[src/rtl/popularity_driven_replica_placer_macros.svh]
// assertion helpers for the replica placer
`ifndef POPULARITY_DRIVEN_REPLICA_PLACER_MACROS_SVH
`define POPULARITY_DRIVEN_REPLICA_PLACER_MACROS_SVH

// check that holds outside reset
`define PDRP_ASSERT(label, prop) \
   label: assert property (@(posedge clock) disable iff (reset) prop) \
      else $error("assertion failed");

// check that also covers the reset cycles
`define PDRP_ASSERT_RST(label, prop) \
   label: assert property (@(posedge clock) prop) \
      else $error("assertion failed");

`endif

[src/rtl/pdrp_pkg.sv]
// ---------------------------------------------------------------------------
// pdrp_pkg
// shared types and constants of the popularity driven replica placer
// ---------------------------------------------------------------------------
`default_nettype none

package pdrp_pkg;

   localparam int REPLICA_ENTRIES_DEF    = 256;
   localparam int POPULARITY_ENTRIES_DEF = 64;
   localparam int MAX_REPLICAS_DEF       = 16;
   localparam int RESULT_LIMIT           = 16;
   localparam int QUEUE_DEPTH            = 4;

   localparam logic [10:0] NODE_COUNT_RST       = 11'd8;
   localparam logic [4:0]  DEFAULT_REPLICAS_RST = 5'd3;
   localparam logic [7:0]  BOOST_PERIOD_RST     = 8'd10;
   localparam logic [3:0]  BOOST_COUNT_RST      = 4'd2;
   localparam logic [10:0] MAX_NODES            = 11'd1024;

   localparam logic OP_PLACE  = 1'b0;
   localparam logic OP_REPORT = 1'b1;

   typedef enum logic [1:0] {
      CSR_NODE_COUNT,
      CSR_DEFAULT_REPLICAS,
      CSR_BOOST_PERIOD,
      CSR_BOOST_COUNT
   } csr_index_type;

   typedef struct packed {
      logic        op;
      logic [15:0] data_id;
      logic [15:0] popularity_count;
      logic        entry_valid;
      logic        end_of_report;
   } req_word_type;

   typedef struct packed {
      logic [9:0] node;
      logic [4:0] replica_count;
      logic       last;
      logic       round_cleared;
      logic       table_full;
   } rsp_word_type;

   // classified item between front and back
   typedef struct packed {
      logic        is_report;
      logic        has_entry;
      logic        eor;
      logic [15:0] data_id;
      logic [15:0] add;
   } work_type;

   typedef struct packed {
      logic [10:0] modulus;
      logic [4:0]  default_replicas;
      logic [7:0]  period;
      logic [3:0]  boosts;
   } cfg_type;

   typedef enum logic [3:0] {
      ST_IDLE,
      ST_RSCAN,
      ST_DIV,
      ST_EMIT,
      ST_PSCAN,
      ST_EOR,
      ST_BNEXT,
      ST_BMAX,
      ST_BFIND,
      ST_ACK
   } back_state_type;

endpackage

`default_nettype wire

[src/rtl/pdrp_front.sv]
// ---------------------------------------------------------------------------
// pdrp_front
// takes request words, classifies them and queues them for the back end
// ---------------------------------------------------------------------------
`default_nettype none

module pdrp_front (
   input  wire logic                  clock,
   input  wire logic                  reset,
   input  wire logic                  req_push,
   output logic                       req_full,
   input  wire pdrp_pkg::req_word_type req_word,
   output logic                       q_valid,
   output pdrp_pkg::work_type         q_item,
   input  wire logic                  q_pop
);

   localparam int QD  = pdrp_pkg::QUEUE_DEPTH;
   localparam int QAW = $clog2(QD);

   pdrp_pkg::work_type q_ff [QD];
   logic [QAW-1:0] wptr_ff, wptr_in;
   logic [QAW-1:0] rptr_ff, rptr_in;
   logic [QAW:0]   qcnt_ff, qcnt_in;
   logic           do_push, do_pop;
   pdrp_pkg::work_type cls;

   always_comb begin
      cls.is_report = (req_word.op == pdrp_pkg::OP_REPORT);
      cls.has_entry = cls.is_report && req_word.entry_valid;
      cls.eor       = cls.is_report && req_word.end_of_report;
      cls.data_id   = req_word.data_id;
      cls.add       = req_word.popularity_count;
   end

   assign req_full = (qcnt_ff == (QAW+1)'(QD));
   assign q_valid  = (qcnt_ff != '0);
   assign q_item   = q_ff[rptr_ff];
   assign do_push  = req_push && !req_full;
   assign do_pop   = q_pop && q_valid;

   always_comb begin
      wptr_in = do_push ? wptr_ff + 1'b1 : wptr_ff;
      rptr_in = do_pop ? rptr_ff + 1'b1 : rptr_ff;
      qcnt_in = qcnt_ff;
      if (do_push && !do_pop) begin
         qcnt_in = qcnt_ff + 1'b1;
      end else if (do_pop && !do_push) begin
         qcnt_in = qcnt_ff - 1'b1;
      end
   end

   always_ff @(posedge clock) begin
      if (reset) begin
         wptr_ff <= '0;
         rptr_ff <= '0;
         qcnt_ff <= '0;
      end else begin
         wptr_ff <= wptr_in;
         rptr_ff <= rptr_in;
         qcnt_ff <= qcnt_in;
      end
   end

   always_ff @(posedge clock) begin
      if (do_push) begin
         q_ff[wptr_ff] <= cls;
      end
   end

endmodule

`default_nettype wire

[config.mk]
export PLATFORM = sky130hd
export DESIGN_NAME = pdrp_front
export DESIGN_NICKNAME = d
export VERILOG_FILES = /design/src/rtl/popularity_driven_replica_placer_macros.svh /design/src/rtl/pdrp_pkg.sv /design/src/rtl/pdrp_front.sv
export SDC_FILE = /design/constraint.sdc
export NUM_CORES = 1
export LEC_CHECK = 0
export ABC_AREA = 1
export BUFFER_PORTS_ARGS = -buffer_cell sky130_fd_sc_hd__buf_2
export CELL_PAD_IN_SITES_DETAIL_PLACEMENT = 1
export CELL_PAD_IN_SITES_GLOBAL_PLACEMENT = 2
export CORE_MARGIN = 2
export CORE_UTILIZATION = 40
export DETAILED_ROUTE_END_ITERATION = 10
export PLACE_DENSITY = 0.91
export SLEW_MARGIN = 20
export SYNTH_ARGS = -nofsm -noshare
export SYNTH_HDL_FRONTEND = slang
export SYNTH_SLANG_ARGS = --single-unit
[constraint.sdc]
create_clock -name clock -period 3.24 [get_ports clock]
set_input_delay 0.648 -clock clock [delete_from_list [all_inputs] [get_ports clock]]
set_output_delay 0.648 -clock clock [all_outputs]
set_load 0.01 [all_outputs]
### Word-level counts from Yosys, hierarchy flattened

Memories as Yosys holds them, arrays and structs flattened. A register that Yosys moved wholly into a read port is not among the register bits.
Index checks and enable logic that the tools add are counted.

| storage, ports and cells | value |
|---|---|
| register bits | 7 |
| bits in latches | 0 |
| RAM bits | 140 |
| ROM bits | 0 |
| bits of input ports | 39 |
| output and inout port bits | 37 |
| memories | 1 |

| cells by class | value |
|---|---|
| add/subtract/negate cells | 4 |
| $mul | 0 |
| div/mod/pow operators | 0 |
| magnitude comparators | 0 |
| equality and inequality tests | 1 |
| shift-type cells | 0 |
| multiplexer cells | 6 |
| bitwise logic cells | 0 |
| reductions and logical operators | 11 |

Memories:

| memory | depth | width | rd ports | clocked after memory_dff | wr ports | line | source |
|---|---|---|---|---|---|---|---|
| q_ff | 4 | 35 | 1 | 1 | 1 | pdrp_front.sv:21 | `pdrp_pkg::work_type q_ff [QD];` |

Operator list:

| kind | number |
|---|---|
| 1-bit logical AND | 6 |
| 3-bit 2-to-1 mux | 2 |
| 2-bit by 1-bit adder with 2-bit output (second input constant) | 2 |
| 2-bit 2-to-1 mux | 2 |
| 3-bit by 1-bit adder with 3-bit output (second input constant) | 1 |
| 3-bit == test (second input constant) | 1 |
| 1-bit logical NOT | 3 |
| 3-bit nonzero test | 1 |
| 3-bit by 1-bit subtractor with 3-bit output (second input constant) | 1 |
| 1-bit 2-to-1 mux | 2 |
| 2-bit nonzero test | 1 |

### Depth between registers and ports, before layout

Gate-level depths: netlist of the first run.

| logic depth | value |
|---|---|
| depth after elaboration | 7 |
| mapped depth | 13 |
| gate-level depth less buffers | 13 |

### Worst setup path after synthesis of the first run

Ideal clock, no wire load.

| path | value |
|---|---|
| path type | in2reg |
| start point | input port req_push |
| end point | memory q_ff[1][0] (netlist bit), enable pin |
| data arrival time | 2204 ps |
| data required time | 2813 ps |
| setup slack | 609 ps |
| stages | 2 |
| cells stage by stage | nand2_2 > nor2_1 |

| on the way | value |
|---|---|
| longest elaborated chain between the ends | 3 |

RTL lines:

| element | line | source |
|---|---|---|
| start: declaration | pdrp_front.sv:10 | `input wire logic req_push,` |
| 1-bit logical AND | pdrp_front.sv:39 | `assign do_push = req_push && !req_full;` |
| 1-bit 2-to-1 mux | pdrp_front.sv:66 | `if (do_push) begin` |
| 1-bit 2-to-1 mux (not written as such) | pdrp_front.sv:67 | `q_ff[wptr_ff] <= cls;` |
| end: declaration | pdrp_front.sv:21 |  |

Every way passes these cells.

==> run summary, run 1 <==
Status: finished clean
Post-cts hold buffer count: 0
Logic pwr share: 23.4%
Synth top area cells: edfxtp_1 74%, nor2_1 5.5%, o21ai_0 4.4%
Total grt overflow: 0
Die Y-Extent: 123 um
Most common cell in the synthesized netlist: edfxtp_1
Via/cell ratio: 5.20
Hold Fails Final Rpt: 0
Clock Path Buffers: 2
WL final: 12900 um
Root buf cell: clkbuf_16
Clock power frac: 31.4%
GR Util met1: 20.8%
Busiest grt layer: met2
Pwr dens: 803 nW/um^2
Maximum vdd drop: 0.389 mV
Flop pwr share: 45.2%
Antenna-violating nets left: 0
FILL cells: 1442
Dpl hpwl: 7610 um
Clock Sink Count: 149
Boundary Pins: 76
Top cells by count, synth: 140 x edfxtp_1, 83 x nor2_1, 50 x o21ai_0
Core area: 13900 sq um
Min cycle time layout: 2840 ps
Total CTS buffers: 17
Largest net degree at the start of global routing: 71
Nets@finish: 537
Synth top area share: 74.0%
H-tree level count: 4
Iteration-0 DRC Markers: 217
Netlist Area Pre-Place: 5680 sq um
Syn_area_per_cell: 13.8 sq um
Worst Path Arrival: 2200 ps
Area Growth Syn to Fin: 18.8%
Final Cycle Share: 87.8%
Highest Clock Rate: 352 MHz
FFs w/ async S/R, synth: 0%
Port buffer count: 75
Syn_nets: 456
Crit-path cells: inv_4 > o21ai_0 > o22ai_1 > buf_2
Clk_lat worst skew: 420 ps
Rel. slew slack: 52.6%
Startpoint types: flip-flop
RSZ-0062 raised after global routing: no
Yosys top cell by area: edfxtp_1
Global-route wire length before repair: 19700 um
CTS resizes: 0
Measured slew at the worst slew-check pin: 711 ps
Max FO, Critical Path: 70
CTS clock-pin slew for the worst setup and hold paths: 60 ps
Final Max Tran Viols: 0
TritonCTS clock tree: done
Die width: 123 um
Register Area: 4390 sq um
R2R setup slack: 1110 ps
Clock Skews: 15.7 ps
YS warnings: 0
Int Power: 3.79 mW
GRT Util Overall: 17.8%
GPL Wtd Cong: 0.791
Cells after DPL: 653
Residual DRC: 0
Net Sw Frac: 30.1%
Leak: 2.43 nW
Sequential area share after synthesis: 77.2%
Met3 global-route usage: 5.21%
Worst hold path type: in -> reg
Layout cells sized above 1: 22.5%
Initial antenna violation count: 0
Max-cap violation count: 0
Top FF cell, synth: edfxtp_1
Required time worst endpoint: 2590 ps
Avg WL per Cell: 18.9 um
TNS Setup: 0 ps
Slowest CP cell: inv_4
Met2 GRT Util: 30.2%
Multi-input combinational cell area: 1120 sq um
DR vias: 3550
Setup Buffers After CTS: 0
Final setup viols: 0
Vias in the first global route: 3860
Full die area: 15200 sq um
Row Count: 43
Post-synth EDFFs: 140
Post-Syn Instances: 411
Psw: 1.63 mW
Final std cells w/o fill: 683
Critical path class: reg -> out
Crit. End Element: primary output
Initial core utilization: 40.9%
Crit-path max cell delay: 580 ps
Synthesized flop and latch total: 149
Initial DRT Pass Iterations: 4
Count of cell types in the netlist: 20
## sequential cells by signal, summed over array words and instances (netlist names), named ones only
signal,count
q_ff,140
qcnt_ff,3
rptr_ff,2
wptr_ff,2
## per-stage QoR
stage               util (%)  area, sq um  setup WS [ps]  power [mW]  hold slack (ps)
floorplan                  -         5680            609        3.26              459
finish                  48.6         6750            397        5.42              443
detailed placement      45.0         6240            861        3.76              512
global route            48.6         6750            230        5.69              440
CTS                     48.6         6750            355        5.49              435
global placement        45.0         6240            947        3.69              483
## power by group through the flow
stage	combinational (mW)	clock [mW]	sequential (mW)
after floorplan	0.818	0	2.44
after global routing	1.42	1.81	2.47
after detailed placement	1.27	0	2.49
after global placement	1.22	0	2.47
final	1.27	1.70	2.45
after CTS	1.30	1.74	2.45
## cell type report
type                            count  share of cell area, %
Antenna cell                        1                 0.0371
Clock buffer                       21                   6.53
Clock inverter                      8                  0.927
Inverter                           19                   1.09
Multi-Input combinational cell    222                   16.6
Sequential cell                   149                   65.0
Tap cell                          180                   3.34
Timing Repair Buffer               83                   6.45
## cells in the final DEF, fill, tap and decap left out, types with 8 or more instances in the layout
| cell type | count |
|---|---|
| nand2_1 | 16 |
| buf_4 | 8 |
| edfxtp_1 | 140 |
| clkbuf_16 | 17 |
| inv_1 | 17 |
| o22ai_1 | 35 |
| o21ai_1 | 21 |
| buf_2 | 75 |
| nor2_1 | 79 |
| o21ai_0 | 50 |
| dfxtp_1 | 8 |
## path summary, 6_finish.rpt
check	cells after the start	start	to
max	4	flip-flop	q_item[7]
max reg2reg	13	qcnt_ff[1]$_SDFFE_PP0P_	qcnt_ff[2]$_SDFFE_PP0P_
min	1	req_word[24]	q_ff[1][22]$_DFFE_PP_
min reg2reg	2	wptr_ff[1]$_SDFFE_PP0P_	wptr_ff[1]$_SDFFE_PP0P_
## layer usage
layer | part of all wire, % | vias up
li1 | - | 1668
met1 | 40 | 1782
met2 | 53 | 90
met3 | 5.3 | 10
met4 | 1.1 | 0
met5 | 0 | -
## cells by family after synthesis
kind of cell               after synthesis  synth area share [%]
xor gates and xnor gates                 1                 0.154
buffers and inverters                   40                  3.59
AOI/OAI and AO/OA                      109                  10.4
and+or+nand+nor                        106                  7.25
DFF                                    149                  77.2
adders and majority gates                6                  1.45
## worst max-delay path: cells and delay by family (launching register included)
family | cells | cell delay, ps
buffers and inverters | 2 | 770
AOI/OAI and AO/OA | 2 | 500
DFF | 1 | 470
No activity file was read; power rests on OpenSTA's default activity.
==> run 2, diff against run 1 <==
--- a/config.mk
+++ b/config.mk
@@ -9,6 +9,7 @@
 export BUFFER_PORTS_ARGS = -buffer_cell sky130_fd_sc_hd__buf_2
 export CELL_PAD_IN_SITES_DETAIL_PLACEMENT = 1
 export CELL_PAD_IN_SITES_GLOBAL_PLACEMENT = 2
+export CORE_ASPECT_RATIO = 0.8
 export CORE_MARGIN = 2
 export CORE_UTILIZATION = 40
 export DETAILED_ROUTE_END_ITERATION = 10
==> constraint.sdc (replaced) <==
create_clock -name clock -period 2.74 [get_ports clock]
set_input_delay 0.548 -clock clock [delete_from_list [all_inputs] [get_ports clock]]
set_output_delay 0.548 -clock clock [all_outputs]
set_load 0.01 [all_outputs]
==> run 2 against run 1 <==
Net effect:
- die area about the same
- total power increased by 28%
- design area increased by 2.2%
==> run summary, run 2 (synthesis gave the netlist of run 1 again) <==
Total grt overflow: 0 (unchanged)
Post-cts hold buffer count: 0 (unchanged)
Initial core utilization: 41.5% (was 40.9%)
GRT Util Overall: 18.3% (was 17.8%)
H-tree level count: 4 (unchanged)
Final core utilization: 50.4% (was 48.6%)
Net Sw Frac: 29.3% (was 30.1%)
Startpoint types: flip-flop (unchanged)
Worst setup margin: 148 ps (was 397 ps)
Status: finished clean (unchanged)
GPL Wtd Cong: 0.710 (was 0.791)
Die Y-Extent: 111 um (was 123 um)
Top reg by flops: q_ff (unchanged)
Worst Path Arrival: 2040 ps (was 2200 ps)
Post-Place Worst Slack: 485 ps (was 861 ps)
Clock Path Buffers: 2 (unchanged)
Via/cell ratio: 5.23 (was 5.20)
Psw: 2.03 mW (was 1.63 mW)
Initial DRT Pass Iterations: 4 (unchanged)
Highest Clock Rate: 386 MHz
Final Cycle Share: 94.6%
TritonCTS clock tree: done (unchanged)
Commonest non-fill, non-tap cell in the layout: edfxtp_1 (unchanged)
Worst hold path type: in -> reg (unchanged)
Biggest regs: q_ff x140, qcnt_ff x3 (unchanged)
Antenna-violating nets left: 0 (unchanged)
Clock Sink Count: 149 (unchanged)
Final Max Tran Viols: 0 (unchanged)
Iteration-0 DRC Markers: 259 (was 217)
Vias in the first global route: 3861 (was 3860)
Flop pwr share: 41.8% (was 45.2%)
Final setup viols: 0 (unchanged)
RSZ-0062 raised after global routing: no (unchanged)
Max-cap violation count: 0 (unchanged)
Number of diodes: 0 (was 1)
Setup Buffers After CTS: 0 (unchanged)
Initial antenna violation count: 1 (was 0)
Avg WL per Cell: 19.3 um (was 18.9 um)
Dpl hpwl: 7570 um (was 7610 um)
Hold Fails Final Rpt: 0 (unchanged)
Total CTS buffers: 17 (unchanged)
Measured slew at the worst slew-check pin: 705 ps (was 711 ps)
Root buf cell: clkbuf_16 (unchanged)
Nets@finish: 536 (was 537)
Clock Skews: 5.17 ps (was 15.7 ps)
Maximum vdd drop: 0.457 mV (was 0.389 mV)
Area Growth Syn to Fin: 21.4% (was 18.8%)
Largest net degree at the start of global routing: 71 (unchanged)
Global-route wire length before repair: 20500 um (was 19700 um)
TNS Setup: 0 ps (unchanged)
CTS resizes: 1 (was 0)
Pwr dens: 1000 nW/um^2 (was 803 nW/um^2)
Most frequent cells in the layout: 140 x edfxtp_1, 79 x nor2_1, 75 x buf_2, 50 x o21ai_0, 35 x o22ai_1 (unchanged)
Boundary Pins: 76 (unchanged)
Residual DRC: 0 (unchanged)
Crit. End Element: primary output (unchanged)
Rel. slew slack: 52.9% (was 52.6%)
Logic pwr share: 22.2% (was 23.4%)
Die width: 137 um (was 123 um)
Row Count: 38 (was 43)
CTS clock-pin slew for the worst setup and hold paths: 60 ps (about the same)
Port buffer count: 75 (unchanged)
Max FO, Critical Path: 52 (was 70)
Layout cells sized above 1: 23.9% (was 22.5%)
DR vias: 3572 (was 3550)
Leak: 2.50 nW (was 2.43 nW)
Number of flip-flops in the largest register: 140 (unchanged)
Core area: 13700 sq um (was 13900 sq um)
Full die area: 15200 sq um (about the same)
Clock power frac: 36.0% (was 31.4%)
Critical path class: reg -> out (unchanged)
Int Power: 4.89 mW (was 3.79 mW)
Required time worst endpoint: 2190 ps (was 2590 ps)
Clk_lat worst skew: 420 ps (about the same)
WL final: 13200 um (was 12900 um)
Min cycle time layout: 2590 ps
[run 2: cell count changes in the layout (fill, tap and decap cells not counted), sizes merged]
cell / previous run / this run
bufinv: 1 / 5
diode: 1 / 0
clkinv: 6 / 8
clkbuf: 21 / 17
buf: 83 / 82
[run 2: power groups by stage]
| stage | clock network (mW) | registers, mW | logic (mW) |
|---|---|---|---|
| 3_3_place_gp | 0 | 2.91 | 1.48 |
| 3_5_place_dp | 0 | 2.93 | 1.55 |
| 6_report | 2.49 | 2.89 | 1.54 |
| 5_1_grt | 2.62 | 2.92 | 1.72 |
| 2_1_floorplan | 0 | 2.89 | 0.967 |
| 4_1_cts | 2.53 | 2.89 | 1.57 |
[run 2: path summary, 6_finish.rpt]
check | start | end | slack, ps | cells after the start
min reg2reg | rptr_ff[0]$_SDFFE_PP0P_ | rptr_ff[0]$_SDFFE_PP0P_ | 520 | 2
min | req_word[21] | q_ff[0][19]$_DFFE_PP_ | 350 | 1
max | flip-flop | q_item[30] | 150 | 4
max reg2reg | qcnt_ff[1]$_SDFFE_PP0P_ | qcnt_ff[1]$_SDFFE_PP0P_ | 640 | 9
[run 2: area by class of cell]
cell class,instances,area (sq um)
fill,1396,6800
sequential,149,4390
multi-input combinational,222,1120
timing repair buffer,82,453
clock buffer,17,425
tap,180,225
clock inverter,14,210
inverter,19,76.3
[run 2: worst max-delay path, stage by stage, from the launching register on]
cell     delay, ps
dfxtp_2        630
buf_12         300
o21ai_0        170
o22ai_1        320
buf_2          200
[run 2: through the flow]
stage | hold slack (ps) | area [sq um] | std cells | total power, mW
floorplan | 459 | 5680 | 411 | 3.85
global placement | 488 | 6260 | 652 | 4.40
detailed placement | 510 | 6260 | 652 | 4.48
CTS | 330 | 6900 | 683 | 6.99
global route | 336 | 6900 | 683 | 7.26
finish | 348 | 6900 | 683 | 6.92
[run 2: per-layer routing]
metal	global-route usage [%]	routed length, um
met2	31.9	6940
met4	6.05	168
met3	5.37	541
met5	0	13
met1	21.5	5520
